`config.mk`:
```
export PLATFORM = sky130hd
export DESIGN_NAME = pft_sqrt_cell
export DESIGN_NICKNAME = d
export VERILOG_FILES = /design/src/hw/rtl/pft_pkg.sv /design/src/hw/rtl/pft_sqrt_cell.sv
export SDC_FILE = /design/constraint.sdc
export NUM_CORES = 1
export LEC_CHECK = 0
export BUFFER_PORTS_ARGS = -buffer_cell sky130_fd_sc_hd__buf_2
export CAP_MARGIN = 20
export CELL_PAD_IN_SITES_DETAIL_PLACEMENT = 1
export CELL_PAD_IN_SITES_GLOBAL_PLACEMENT = 1
export CORE_MARGIN = 5
export CORE_UTILIZATION = 29
export DETAILED_ROUTE_END_ITERATION = 12
export GPL_TIMING_DRIVEN = 0
export PLACE_DENSITY_LB_ADDON = 0.05
export SLEW_MARGIN = 10
export SYNTH_ARGS = -nofsm -noshare
export SYNTH_HDL_FRONTEND = slang
export SYNTH_SLANG_ARGS = --single-unit
```
`constraint.sdc`:
```
create_clock -name clk -period 0.8 [get_ports clk]
set_input_delay 0.16 -clock clk [delete_from_list [all_inputs] [get_ports clk]]
set_output_delay 0.16 -clock clk [all_outputs]
set_load 0.05 [all_outputs]
```
`src/hw/rtl/pft_pkg.sv`:
```
// shared types and constants for the plane-from-three-points unit
`timescale 1ns / 1ps

package pft_pkg;

	// fixed port widths of the unit
	localparam int unsigned COORD_PORT_W  = 12;
	localparam int unsigned NORMAL_PORT_W = 16;
	localparam int unsigned OFFSET_PORT_W = 28;
	localparam int unsigned MAG_PORT_W    = 26;

	// control travelling alongside each pipeline transaction
	typedef struct packed {
		logic valid;
		logic degen;
	} pft_ctl_t;

endpackage

```
`src/hw/rtl/pft_sqrt_cell.sv`:
```
// one cell of the square root chain: one root bit per cell
`timescale 1ns / 1ps

module pft_sqrt_cell import pft_pkg::*; #(
	parameter int unsigned MW     = 27,
	parameter int unsigned SIDE_W = 8
) (
	input  logic                clk,
	input  logic                arst_n,
	input  pft_ctl_t            ctl_in,
	input  logic [2*MW-1:0]     rad_in,
	input  logic [MW+1:0]       rem_in,
	input  logic [MW-1:0]       root_in,
	input  logic [SIDE_W-1:0]   side_in,
	output pft_ctl_t            ctl_out,
	output logic [2*MW-1:0]     rad_out,
	output logic [MW+1:0]       rem_out,
	output logic [MW-1:0]       root_out,
	output logic [SIDE_W-1:0]   side_out
);

	logic [MW+3:0] rem_sh;
	logic [MW+3:0] trial;
	logic          take;
	logic [MW+3:0] rem_nx;

	always_comb begin
		rem_sh = {rem_in, rad_in[2*MW-1 -: 2]};
		trial  = {2'b00, root_in, 2'b01};
		take   = (rem_sh >= trial);
		rem_nx = take ? (rem_sh - trial) : rem_sh;
	end

	always_ff @(posedge clk or negedge arst_n) begin
		if (!arst_n) begin
			ctl_out <= '0;
		end else begin
			ctl_out <= ctl_in;
		end
	end

	always_ff @(posedge clk) begin
		rad_out  <= {rad_in[2*MW-3:0], 2'b00};
		rem_out  <= rem_nx[MW+1:0];
		root_out <= {root_in[MW-2:0], take};
		side_out <= side_in;
	end

endmodule

```
==> results.md <==
* Status: finished, violations left
* Violated checks: negative setup slack
* Post-route ant nets at 0
* Count leader, synth: dfxtp_1
* Critical Path Sink Type: register
* Fin crit share at 285%
* Synth top area share at 53.9%
* WHS Endpoint: rem_out[26]$_DFF_P_
* Hold Path Class: primary input to register
* RSZ-0062 raised after global routing: true
* Avg Inst Size Synth at 10.3 um^2
* DR vias/cell at 4.76
* Rows at 44
* Die height at approximately 130 um
* Hold Crit Depth at 3
* Clock root cell: clkbuf_16
* Yosys warning count at 0
* Overall Global Routing Usage at between 20% and 30%
* Pin count of the biggest net entering global routing at 17
* Congestion Overflow GR at 0
* Share of cells above drive strength 1 at 67.2%
* CP Class: primary input to register
* Yosys cell types at 49
* Crit path arrival time at 2590 ps
* Cell Pwr Density at 2340 nW/um^2
* CORE AREA at between 10000 and 15000 um^2
* Post-synthesis cell count at 418
* Clk slew on worst S/H paths at 60 ps
* Main synth FF type: dfxtp_1
* Clock Path Buffers at 2
* TritonCTS Buffers at 17
* Setup_tns at -70880 ps
* Number of fill cells at between 1000 and 1500
* Die Area at 17400 um^2
* CTS H-tree depth at 4
* Min-Delay Startpoint: rem_in[24]
* WL final at 25500 um
* Port Buffers at around 240
* Fmax at 438 MHz
* # DRC at 0
* Post-synth EDFFs at 0
* CTS tree: built
* Initial antenna violation count at 2
* Post-synth top cells: 116 x dfxtp_1, 42 x a21oi_1, 35 x inv_1, 35 x nor2_1, 29 x ha_1
* Setup crit start kind: primary input
* Vias in the first global route at 5303
* CP Max Fanout at 8
* Final setup fails at ~150
* Die width at 132 um
* Starting Density at around 30%
* Mapped cell area at roughly 4300 um^2
* Initial DRC count at 265
* Async SR Flop Fraction at 1.69%
* Per-cell routed wire length at about 25 um
* Flops & latches, synth at 118
* Peak supply drop at 1.57 mV
* Area contributors post-synth: dfxtp_1 54%, ha_1 8.4%, a21oi_1 4.9%
* 1st-pass router iterations at 4
* Post-route minimum period at 2280 ps
* Area Growth Syn to Fin at 132%
* First-pass GRT wire length at approximately 33000 um
* Final nets at 968
* Power, Total at between 20 and 25 mW
* Sequential share of the synthesized area at 55.1%
* Post-Place Worst Slack at -2010 ps
* Multi-input gate area at 2440 um^2
* Worst Slack Setup Final at -1480 ps
* GPL Wtd Cong at between 0.7 and 0.8
* Vias at 4837
* Sequential cell area at 2520 um^2
* Area leader, netlist: dfxtp_1
* Final hold violations at 0
* I/O Pins at roughly 240
* Worst EP required at approximately 1100 ps
* Post-DP HPWL at about 12000 um
* Max cap viols at 0
* Pleak at 4.44 nW
* Clock Sinks at roughly 120
* Final Max Tran Viols at 0
==> cell families after synthesis <==
kind of cell | count (synthesis) | share of synthesized area [%]
adder cells (fa/ha/maj) | 29 | 8.42
multiplexers | 7 | 1.92
AO/OA/AOI/OAI | 100 | 14.8
other | 1 | 0.0870
AND/OR/NAND/NOR | 84 | 9.09
XOR/XNOR | 27 | 5.49
buffers and inverters | 52 | 5.20
flip-flops | 118 | 55.1
==> worst max-delay path, cell delays in order <==
cell and delay [ps]:
buf_2 130, inv_1 110, ha_2 350, nand2_1 130, o21ai_2 80, o41ai_2 470
or4b_4 550, a311oi_2 240, xnor2_1 100, mux2_4 260
==> cell type report <==
cell class / instances / share of cell area (%)
Inverter: 35 / 1.41
Multi-Input combinational cell: 249 / 24.5
Sequential cell: 118 / 25.2
Antenna cell: 2 / 0.0501
Clock buffer: 18 / 4.29
Clock inverter: 14 / 1.78
Buffer: 11 / 1.46
Timing Repair Buffer: 385 / 39.1
Tap cell: 184 / 2.30
==> layout by cell type, fill, tap and decap left out, drive strengths merged, types with 7 or more instances in the layout <==
master / count
xor2: 10
dlygate4sd3: 100
ha: 29
a21oi: 43
clkbuf: 22
o21ai: 20
mux2: 7
dfxtp: 116
nor2: 35
inv: 36
nand3: 9
a21o: 7
xnor2: 17
buf: 292
nand2: 18
==> stage by stage <==
| step | area (um^2) | cells | hold slack (ps) | util, % |
|---|---|---|---|---|
| floorplan | 4540 | 419 | -136 | - |
| global placement | 5970 | 842 | -53.5 | 41.1 |
| detailed placement | 5970 | 842 | -50.4 | 41.1 |
| CTS | 9360 | 997 | 0.758 | 64.4 |
| global route | 9990 | 1016 | 20.2 | 68.8 |
| finish | 9990 | 1016 | 22.5 | 68.8 |
==> flip-flops by register name, summed over array words and instances, names as in the netlist <==
register  flops
side_out      8
rad_out      52
root_out     27
ctl_out       2
rem_out      29
==> worst max-delay path by stage <==
stage                                endpoint  slack (ps)   startpoint  cells after the start
after global routing      rem_out[23]$_DFF_P_       -1530   root_in[0]                     18
after CTS                 rem_out[28]$_DFF_P_       -1410   root_in[0]                     11
final                     rem_out[28]$_DFF_P_       -1480  root_in[19]                     10
after global placement    rem_out[28]$_DFF_P_       -2010    rem_in[0]                     10
after detailed placement  rem_out[28]$_DFF_P_       -2010   rad_in[52]                     11
after floorplan           rem_out[28]$_DFF_P_       -1690    rem_in[0]                      9
==> power breakdown <==
group | switching, mW | leakage (nW) | internal, mW
clock network | 3.15 | 0.283 | 4.93
logic | 4.49 | 3.16 | 3.74
registers | 0.459 | 1.00 | 6.61
total | 8.10 | 4.44 | 15.3
==> repair_timing <==
item	CTS	global route
pin swaps	22	11
buffers inserted	26	16
endpoints found under the hold margin	99	2
gates cloned	1	3
hold buffers	98	2
setup endpoints to repair	148	148
gates resized for setup	515	110
==> routing by layer <==
layer	routed length, um	track usage [%]	vias to the layer above
li1	-	-	2219
met1	9890	27.4	2387
met2	13600	43.7	197
met3	1500	7.25	32
met4	507	6.17	2
met5	13	0	-
Power figures use the tool's default switching activity.
